==> config.mk <==
export PLATFORM = sky130hd
export DESIGN_NAME = bresenham_line_stepper
export DESIGN_NICKNAME = d
export VERILOG_FILES = /design/src/rtl/core/blsp_pkg.sv /design/src/rtl/core/bresenham_line_stepper.sv
export SDC_FILE = /design/constraint.sdc
export NUM_CORES = 1
export LEC_CHECK = 0
export ABC_AREA = 1
export BUFFER_PORTS_ARGS = -buffer_cell sky130_fd_sc_hd__buf_2
export CAP_MARGIN = 5
export CORE_AREA = 5 5 162 164
export CTS_BUF_LIST = sky130_fd_sc_hd__clkbuf_8
export CTS_CLUSTER_DIAMETER = 30
export CTS_CLUSTER_SIZE = 25
export DETAILED_ROUTE_END_ITERATION = 16
export DIE_AREA = 0 0 167 169
export GPL_ROUTABILITY_DRIVEN = 0
export PLACE_DENSITY = 0.67
export RECOVER_POWER = 50
export SYNTH_ARGS = -nofsm -noshare
export SYNTH_HDL_FRONTEND = slang
export SYNTH_SLANG_ARGS = --single-unit
export TNS_END_PERCENT = 30
==> constraint.sdc <==
create_clock -name clk -period 5.8 [get_ports clk]
set_input_delay 0.87 -clock clk [delete_from_list [all_inputs] [get_ports clk]]
set_output_delay 0.87 -clock clk [all_outputs]
set_load 0.01 [all_outputs]
==> src/rtl/core/blsp_pkg.sv <==
// ----------------------------------------------------------------------------
// blsp_pkg
// Types and constants shared by the Bresenham line stepper.
// ----------------------------------------------------------------------------
package blsp_pkg;

  localparam int CoordBits = 12;
  localparam int ErrBits   = CoordBits + 2;
  localparam int CntBits   = CoordBits + 1;

  typedef enum logic {
    MODE_LOAD    = 1'b0,
    MODE_ADVANCE = 1'b1
  } mode_t;

  typedef struct packed {
    mode_t                        mode;
    logic signed [CoordBits-1:0]  x_start;
    logic signed [CoordBits-1:0]  y_start;
    logic signed [CoordBits-1:0]  x_end;
    logic signed [CoordBits-1:0]  y_end;
  } in_item_t;

  typedef struct packed {
    logic signed [CoordBits-1:0]  point_x;
    logic signed [CoordBits-1:0]  point_y;
    logic                         last;
  } out_item_t;

endpackage

==> src/rtl/core/bresenham_line_stepper.sv <==
// ----------------------------------------------------------------------------
// bresenham_line_stepper
// Bresenham line rasterizer for all octants, one point per advance request.
// ----------------------------------------------------------------------------
// Usage:
//   Input channel (in_valid / in_stall / in_data): a load request (mode 0)
//   sets up a new line from its two endpoints and returns nothing; it
//   replaces any line in progress. Each advance request (mode 1) returns
//   the next point of the line, with last set on the final point. Advance
//   requests with no line in progress return nothing.
//   Result channel (out_valid / out_stall / out_data): one point per
//   advance request that finds a line in progress, in request order.
//   Each result is registered in the output stage. One request is
//   accepted every cycle while in_stall is low; the stepping logic closes
//   its loop combinationally (an add and a conditional subtract on the
//   error term, one add on each coordinate).
//   A two-entry output stage (result register plus skid register) lets a
//   request be accepted while a result waits; in_stall rises only when
//   both entries are full, and is a registered signal.
//   Reset clears all line state: no line is active and the output is empty.
// ----------------------------------------------------------------------------
module bresenham_line_stepper (
  input  logic                 clk,
  input  logic                 rst_n,
  input  logic                 in_valid,
  output logic                 in_stall,
  input  blsp_pkg::in_item_t   in_data,
  output logic                 out_valid,
  input  logic                 out_stall,
  output blsp_pkg::out_item_t  out_data
);

  localparam int N  = blsp_pkg::CoordBits;
  localparam int EB = blsp_pkg::ErrBits;
  localparam int CB = blsp_pkg::CntBits;

  // line state
  logic signed [N-1:0]  cur_x_r, cur_x_nxt;
  logic signed [N-1:0]  cur_y_r, cur_y_nxt;
  logic signed [EB-1:0] err_r, err_nxt;
  logic [N-1:0]         major_r, major_nxt;
  logic [N-1:0]         minor_r, minor_nxt;
  logic signed [1:0]    step_x_r, step_x_nxt;
  logic signed [1:0]    step_y_r, step_y_nxt;
  logic                 steep_r, steep_nxt;
  logic [CB-1:0]        left_r, left_nxt;
  logic                 active_r, active_nxt;

  // output stage
  logic                 out_valid_r;
  blsp_pkg::out_item_t  out_data_r;
  logic                 skid_valid_r;
  blsp_pkg::out_item_t  skid_data_r;

  logic                 accept;
  logic                 res_valid;
  blsp_pkg::out_item_t  res;
  logic                 out_take;

  // load path
  logic signed [N:0]    dx, dy;
  logic [N:0]           adx_w, ady_w;
  logic [N-1:0]         adx, ady;
  logic                 ld_steep;
  logic [N-1:0]         ld_major, ld_minor;

  // advance path
  logic                 minor_step;
  logic signed [EB:0]   err_wide;
  logic signed [N-1:0]  inc_x, inc_y;
  logic                 move_x, move_y;

  assign accept    = in_valid && !in_stall;
  assign in_stall  = skid_valid_r;
  assign out_take  = out_valid_r && !out_stall;
  assign out_valid = out_valid_r;
  assign out_data  = out_data_r;

  assign res_valid = accept && (in_data.mode == blsp_pkg::MODE_ADVANCE) && active_r;
  assign res.point_x = cur_x_r;
  assign res.point_y = cur_y_r;
  assign res.last    = (left_r == CB'(1));

  always_comb begin
    dx    = (N+1)'(in_data.x_end) - (N+1)'(in_data.x_start);
    dy    = (N+1)'(in_data.y_end) - (N+1)'(in_data.y_start);
    adx_w = dx[N] ? (N+1)'(-dx) : dx;
    ady_w = dy[N] ? (N+1)'(-dy) : dy;
    adx   = adx_w[N-1:0];
    ady   = ady_w[N-1:0];
    ld_steep = ady > adx;
    ld_major = ld_steep ? ady : adx;
    ld_minor = ld_steep ? adx : ady;
  end

  always_comb begin
    minor_step = !err_r[EB-1] && (major_r != '0);
    err_wide   = (EB+1)'(err_r) + $signed({2'b00, minor_r, 1'b0});
    if (minor_step) begin
      err_wide = err_wide - $signed({2'b00, major_r, 1'b0});
    end
    inc_x  = N'(step_x_r);
    inc_y  = N'(step_y_r);
    move_x = steep_r ? minor_step : 1'b1;
    move_y = steep_r ? 1'b1 : minor_step;
  end

  always_comb begin
    cur_x_nxt  = cur_x_r;
    cur_y_nxt  = cur_y_r;
    err_nxt    = err_r;
    major_nxt  = major_r;
    minor_nxt  = minor_r;
    step_x_nxt = step_x_r;
    step_y_nxt = step_y_r;
    steep_nxt  = steep_r;
    left_nxt   = left_r;
    active_nxt = active_r;
    if (accept && in_data.mode == blsp_pkg::MODE_LOAD) begin
      cur_x_nxt  = in_data.x_start;
      cur_y_nxt  = in_data.y_start;
      step_x_nxt = (dx == '0) ? 2'sd0 : (dx[N] ? -2'sd1 : 2'sd1);
      step_y_nxt = (dy == '0) ? 2'sd0 : (dy[N] ? -2'sd1 : 2'sd1);
      steep_nxt  = ld_steep;
      major_nxt  = ld_major;
      minor_nxt  = ld_minor;
      err_nxt    = $signed({1'b0, ld_minor, 1'b0}) - $signed({2'b00, ld_major});
      left_nxt   = {1'b0, ld_major} + CB'(1);
      active_nxt = 1'b1;
    end else if (res_valid) begin
      cur_x_nxt  = move_x ? cur_x_r + inc_x : cur_x_r;
      cur_y_nxt  = move_y ? cur_y_r + inc_y : cur_y_r;
      err_nxt    = err_wide[EB-1:0];
      left_nxt   = left_r - CB'(1);
      active_nxt = (left_r != CB'(1));
    end
  end

  always_ff @(posedge clk) begin
    if (!rst_n) begin
      cur_x_r  <= '0;
      cur_y_r  <= '0;
      err_r    <= '0;
      major_r  <= '0;
      minor_r  <= '0;
      step_x_r <= '0;
      step_y_r <= '0;
      steep_r  <= 1'b0;
      left_r   <= '0;
      active_r <= 1'b0;
    end else begin
      cur_x_r  <= cur_x_nxt;
      cur_y_r  <= cur_y_nxt;
      err_r    <= err_nxt;
      major_r  <= major_nxt;
      minor_r  <= minor_nxt;
      step_x_r <= step_x_nxt;
      step_y_r <= step_y_nxt;
      steep_r  <= steep_nxt;
      left_r   <= left_nxt;
      active_r <= active_nxt;
    end
  end

  // result register with skid entry
  always_ff @(posedge clk) begin
    if (!rst_n) begin
      out_valid_r  <= 1'b0;
      skid_valid_r <= 1'b0;
    end else if (!out_valid_r || out_take) begin
      if (skid_valid_r) begin
        out_valid_r  <= 1'b1;
        skid_valid_r <= 1'b0;
      end else begin
        out_valid_r <= res_valid;
      end
    end else if (res_valid) begin
      skid_valid_r <= 1'b1;
    end
  end

  always_ff @(posedge clk) begin
    if (!out_valid_r || out_take) begin
      out_data_r <= skid_valid_r ? skid_data_r : res;
    end else if (res_valid) begin
      skid_data_r <= res;
    end
  end

endmodule
## Word-level counts from Yosys, hierarchy flattened

Index checks and enable logic that the tools add are counted.

- Flip-flop bits (word level): 133
- Bits in latches: 0
- Memory bits (writable): 0
- ROM bits: 0
- Input bits: 53
- Memories: 0

- Add/sub/neg operators: 11
- Multipliers: 0
- Divide/modulo/power cells: 0
- $lt $le $gt $ge: 1
- Equality and inequality tests: 2
- Shift operators: 0
- Multiplexer cells: 25
- Bitwise gates (word level): 3
- Reduce and logical (&&, ||, !) cells: 21

Operator list:

| cell | count |
|---|---|
| $mux 12 | 10 |
| $mux 14 | 3 |
| $logic_not 13->1 | 2 |
| $mux 13 | 2 |
| $sub 12x12->13 | 2 |
| $mux 25 | 1 |
| $add 12x2->12 | 2 |
| $neg 12->12 | 2 |
| $add 14x14->14 | 1 |
| $sub 13x12->14 | 1 |
| $sub 14x14->14 | 1 |
| $add 12x1->13 const B | 1 |
| $eq 13x1->1 const B | 1 |
| $ne 13x1->1 const B | 1 |
| $sub 13x1->13 const B | 1 |
| $gt 12x12->1 | 1 |
| $reduce_bool 12->1 | 1 |
| $mux 2 | 4 |
| $logic_and 1x1->1 | 6 |
| $reduce_and 2->1 | 3 |
| $reduce_bool 2->1 | 3 |
| $mux 1 | 5 |
| $logic_not 1->1 | 4 |
| $not 1->1 | 3 |
| other kinds (2) | 2 |

## Logic depth before layout (Yosys ltp)

- Word-level depth: 7
- Depth in mapped cells: 39

## Worst setup path before layout

OpenSTA, ideal clock, no wires.

- Path type: input port to flip-flop
- Start: input in_data[0] (netlist bit)
- End: register err_r[12]
- Setup time: 128 ps
- Arrival: 5,294 ps
- Required time: 5,672 ps
- Setup slack: 377 ps
- Stages on the path: 36
- Buffers on the path: 4
- Cells stage by stage: inv_1 ha_1 fa_1 inv_1 nand3_1 nand2_1 nand2_1 nand2_1 nand2_1 nand3_1 and2_1 buf_2 o21ai_0 xnor2_1 inv_1 ha_1 nand2_1 nor2_1 nand4_1 nand3_4 nand2_4 buf_6 buf_6 clkbuf_1 nand2_1 o21ai_0 ha_1 inv_1 nor3_1 inv_1 nor2_1 nand2_1 nand3_1 nand2_1 nand3_1 a21oi_1

- Word-level cells in the longest chain between the ends: 7

Ends and longest elaborated chain:

| item | line | RTL |
|---|---|---|
| start, declared | bresenham_line_stepper.sv:27 | `input blsp_pkg::in_item_t in_data,` |
| $sub 12x12->13 * | bresenham_line_stepper.sv:86 | `dy = (N+1)'(in_data.y_end) - (N+1)'(in_data.y_start);` |
| $neg 12->12 | bresenham_line_stepper.sv:88 | `ady_w = dy[N] ? (N+1)'(-dy) : dy;` |
| $mux 12 * | bresenham_line_stepper.sv:88 |  |
| $gt 12x12->1 | bresenham_line_stepper.sv:91 | `ld_steep = ady > adx;` |
| $mux 12 * | bresenham_line_stepper.sv:93 | `ld_minor = ld_steep ? adx : ady;` |
| net ld_minor[9] | bresenham_line_stepper.sv:65 | `logic [N-1:0] ld_major, ld_minor;` |
| $sub 13x12->14 * | bresenham_line_stepper.sv:127 | `err_nxt = $signed({1'b0, ld_minor, 1'b0}) - $signed({2'b00, ld_major});` |
| $mux 14 * | bresenham_line_stepper.sv:119 | `if (accept && in_data.mode == blsp_pkg::MODE_LOAD) begin` |
| end signal, assigned | bresenham_line_stepper.sv:154 | `err_r <= err_nxt;` |
| end, declared | bresenham_line_stepper.sv:40 | `logic signed [EB-1:0] err_r, err_nxt;` |

Mark *: on every way through the listed nets, which the timed path passes. The rest lies on a longest branch.
A chain may end at the register's enable or synchronous reset.

## Final worst setup path

- Start: input in_data[36] (netlist bit)
- End: register err_r[10]

- Word-level cells in the longest chain between the ends: 7

Ends and longest elaborated chain:

| item | line | RTL |
|---|---|---|
| $sub 12x12->13 * | bresenham_line_stepper.sv:85 | `dx = (N+1)'(in_data.x_end) - (N+1)'(in_data.x_start);` |
| $neg 12->12 | bresenham_line_stepper.sv:87 | `adx_w = dx[N] ? (N+1)'(-dx) : dx;` |
| $mux 12 * | bresenham_line_stepper.sv:87 |  |
| $gt 12x12->1 | bresenham_line_stepper.sv:91 |  |
| $mux 12, on equally long branches | bresenham_line_stepper.sv:93, bresenham_line_stepper.sv:92 |  |
| $sub 13x12->14 * | bresenham_line_stepper.sv:127 |  |
| $mux 14 * | bresenham_line_stepper.sv:119 |  |

Mark *: on every way between the ends. The rest lies on a longest branch, timed or not.

==> impl_results.md <==
* Hold depth at 0
* Final Routed Wirelength at 28.6 mm
* Mapped Area at 0.0109 mm²
* DR vias/cell at 5.12
* Post-route ant nets at 0
* Cells on worst reg2reg path at 21
* Buf/Inv on CP at 6
* Sequential share of the synthesized area at 0.289
* Vias in the first global route at between 9000 and 10000
* Dpl ws at -0.0379 ns
* Pre-Repair DR Iteration Count at 6
* Yosys warns at 0
* Fin crit share at 0.916
* RR Startpoint: err_r[1]$_SDFFE_PN0P_
* Leading area contributor after synthesis: dfxtp_1
* Top delay family on crit path: simple AND/OR/NAND/NOR gates
* Synth Area per Inst at 6.85 µm²
* DR iter-0 viols at 711
* CTS HTree Levels at 4
* Top post-synthesis cells by count: 368 x nand2_1, 257 x inv_1, 145 x o21ai_0
* CP arrival at ~5.7 ns
* Buffers on Ports at 79
* Max Cap Viol at 1
* Synth cell types at 47
* Clock tree buffer depth at 2
* Largest net degree at the start of global routing at 80
* Final Hold Viols at 0
* Final Slew Violations at 38
* Setup violations, final at 0
* Die width at 167 µm
* Wire per inst at 14.2 µm
* CTS Sinks at 132
* Die area at about 0.028 mm²
* Cells after Synth at 1588
* Row count at 58
* Critical path's largest stage delay at around 0.39 ns
* Worst hold path type: reg2reg
* Critical Path Most Common Cell: nand2_1
* Pwr dens at approximately 430 mW/mm²
* # IOs at 80
* Mapped Nets at between 1500 and 2000
* Clk_lat worst skew at 0.45 ns
* Vias post-DR at 10300
* Clock transition at the registers of the reported paths at 0.09 ns
* CTS tree: done
* Crit path time final at 5.31 ns
* Unrepaired setup endpoints after global routing: no
* Crit path kind: in2reg
* Status: finished, violations left
* Setup slack, reg-to-reg at 1.95 ns
* Worst Path Required at 6.18 ns
* Peak supply drop at between 0.2 and 0.25 mV
* Detailed Place HPWL at 22.0 mm
* Hold path startpoint: cur_x_r[8]$_SDFFE_PN0P_
* Starting Density at 0.439
* Area contributors post-synth: dfxtp_1 15%, edfxtp_1 14%, nand2_1 13%
* Post-synth EDFFs at 50
* Final WS setup at 0.488 ns
* CP endpoint kind: flip-flop
* Count leader, synth: nand2_1
* RR Endpoint: err_r[12]$_SDFFE_PN0P_
* Nets at 1820
* Crit-path slowest cell: fa_1
* Tightest Pin Transition at 1.50 ns
* Post-CTS setup buffer count at 0
* Final Cell Area at 0.0121 mm²
* Worst-path maximum fanout at 30
* Antenna violations before repair at 0
* Hold path endpoint: skid_data_r[21]$_DFFE_PP_
* Synth Flop Type: dfxtp_1
* Leakage at 6.14 nW
* Overflow after GRT at 0
* Fmax at 0.188 GHz
* Total Routing Usage GR at 0.200
* Violated checks: max-capacitance violations, max-slew violations
* Ant. Diodes at 0
* Total power at ~5.2 mW
* Max-slew headroom at the worst pin at -0.000941
* Post-route DRC at 0
* Async SR Flop Fraction at 0
* Setup crit start kind: input pin
* CTS Buf Count at 17
* Seq cells post-synth at ~130
* Die height at ~170 µm
* Clk root buf: clkbuf_8
* Synth-to-Final Area Change at 11.5%
* Global-route wire length before repair at 46.9 mm
* Fin Clk Skew at 0.0123 ns
* Share of cells above drive strength 1 at 0.112
* Top-area cell type share of the netlist area at 0.151
* Core Area at between 0.02 and 0.025 mm²
* Placed cell area at 0.0117 mm²
## routing by layer
| metal | wire [µm] | track usage |
|---|---|---|
| met5 | 0 | 0 |
| met4 | 462 | 0.0512 |
| met3 | 1600 | 0.0241 |
| met2 | 12800 | 0.322 |
| met1 | 13700 | 0.286 |
## logic make-up after synthesis
logic type | after synthesis | share of synthesized area
and+or+nand+nor | 619 | 0.246
DFF | 132 | 0.289
buffers and inverters | 318 | 0.114
muxes | 1 | 0.000921
AOI/OAI and AO/OA | 352 | 0.177
adders and majority gates | 98 | 0.118
xor gates and xnor gates | 68 | 0.0555
## report_power, final
group / internal, mW / switching, mW
combinational: 1.11 / 2.03
clock: 0.482 / 0.426
sequential: 1.05 / 0.0641
total: 2.64 / 2.52
## repair_timing
| action | 4_1_cts | 5_1_grt |
|---|---|---|
| setup endpoints to repair | 0 | 11 |
| resized for setup | 0 | 4 |
| hold buffers | 0 | 0 |
## stage by stage
| step | setup TNS (ns) | hold WS, ns | cells | utilization |
|---|---|---|---|---|
| 2_1_floorplan | 0 | 0.437 | 1588 | - |
| 3_3_place_gp | 0 | 0.449 | 1980 | 0.473 |
| 3_5_place_dp | -0.0379 | 0.452 | 1980 | 0.473 |
| 4_1_cts | 0 | 0.474 | 2012 | 0.491 |
| 5_1_grt | 0 | 0.488 | 2012 | 0.490 |
| 6_report | 0 | 0.474 | 2012 | 0.490 |
## registers in the layout (all words and copies together), names as in the netlist, 2 cells and up
name / cells
cur_x_r: 12
cur_y_r: 12
err_r: 13
left_r: 13
major_r: 12
minor_r: 12
out_data: 25
skid_data_r: 25
step_x_r: 2
step_y_r: 2
## worst max-delay path by stage
stage	startpoint	end	slack (ns)	cells after the start
floorplan	in_data[0]	err_r[12]$_SDFFE_PN0P_	0.38	36
global placement	in_data[0]	err_r[11]$_SDFFE_PN0P_	0.10	32
detailed placement	in_data[0]	err_r[11]$_SDFFE_PN0P_	-0.04	32
CTS	in_data[0]	err_r[11]$_SDFFE_PN0P_	0.44	32
global route	in_data[0]	left_r[10]$_SDFFE_PN0P_	0.03	34
finish	in_data[36]	err_r[10]$_SDFFE_PN0P_	0.49	32
## worst register-to-register path, delay by kind of cell, from the launching register on
| family | cells | cell delay (ns) |
|---|---|---|
| AOI/OAI and AO/OA | 10 | 1.72 |
| adders and majority gates | 3 | 0.98 |
| xor gates and xnor gates | 2 | 0.34 |
| DFF | 1 | 0.32 |
| and+or+nand+nor | 4 | 0.29 |
| buffers and inverters | 2 | 0.14 |
## layout by cell type (no fill, tap or decap), drive strengths merged
master	Yosys	layout
nand3b	4	4
o22ai	1	1
o21a	1	1
inv	267	275
clkinv	1	3
nand3	78	78
and2	3	3
o211ai	14	14
xnor2	13	13
a31oi	17	17
nor2	101	101
dfxtp	82	82
o21ai	155	155
mux2i	1	1
o31ai	4	4
a21oi	132	132
or2	5	5
a211oi	11	11
a221oi	1	1
nor4	4	4
nand4	11	11
bufinv	0	4
nor3	11	11
nand2	402	402
buf	11	84
ha	91	91
a21o	2	2
clkinvlp	0	1
clkbuf	39	45
edfxtp	50	50
o21bai	14	14
xor2	55	55
fa	7	7
## final cells by class
type	count	area, µm²
Clock buffer	17	234
Timing Repair Buffer	112	603
Tap cell	330	413
Clock inverter	15	218
Sequential cell	132	3140
Fill cell	2532	12600
Multi-Input combinational cell	1138	6510
Inverter	268	1010
No activity file was read; power rests on OpenSTA's default activity.
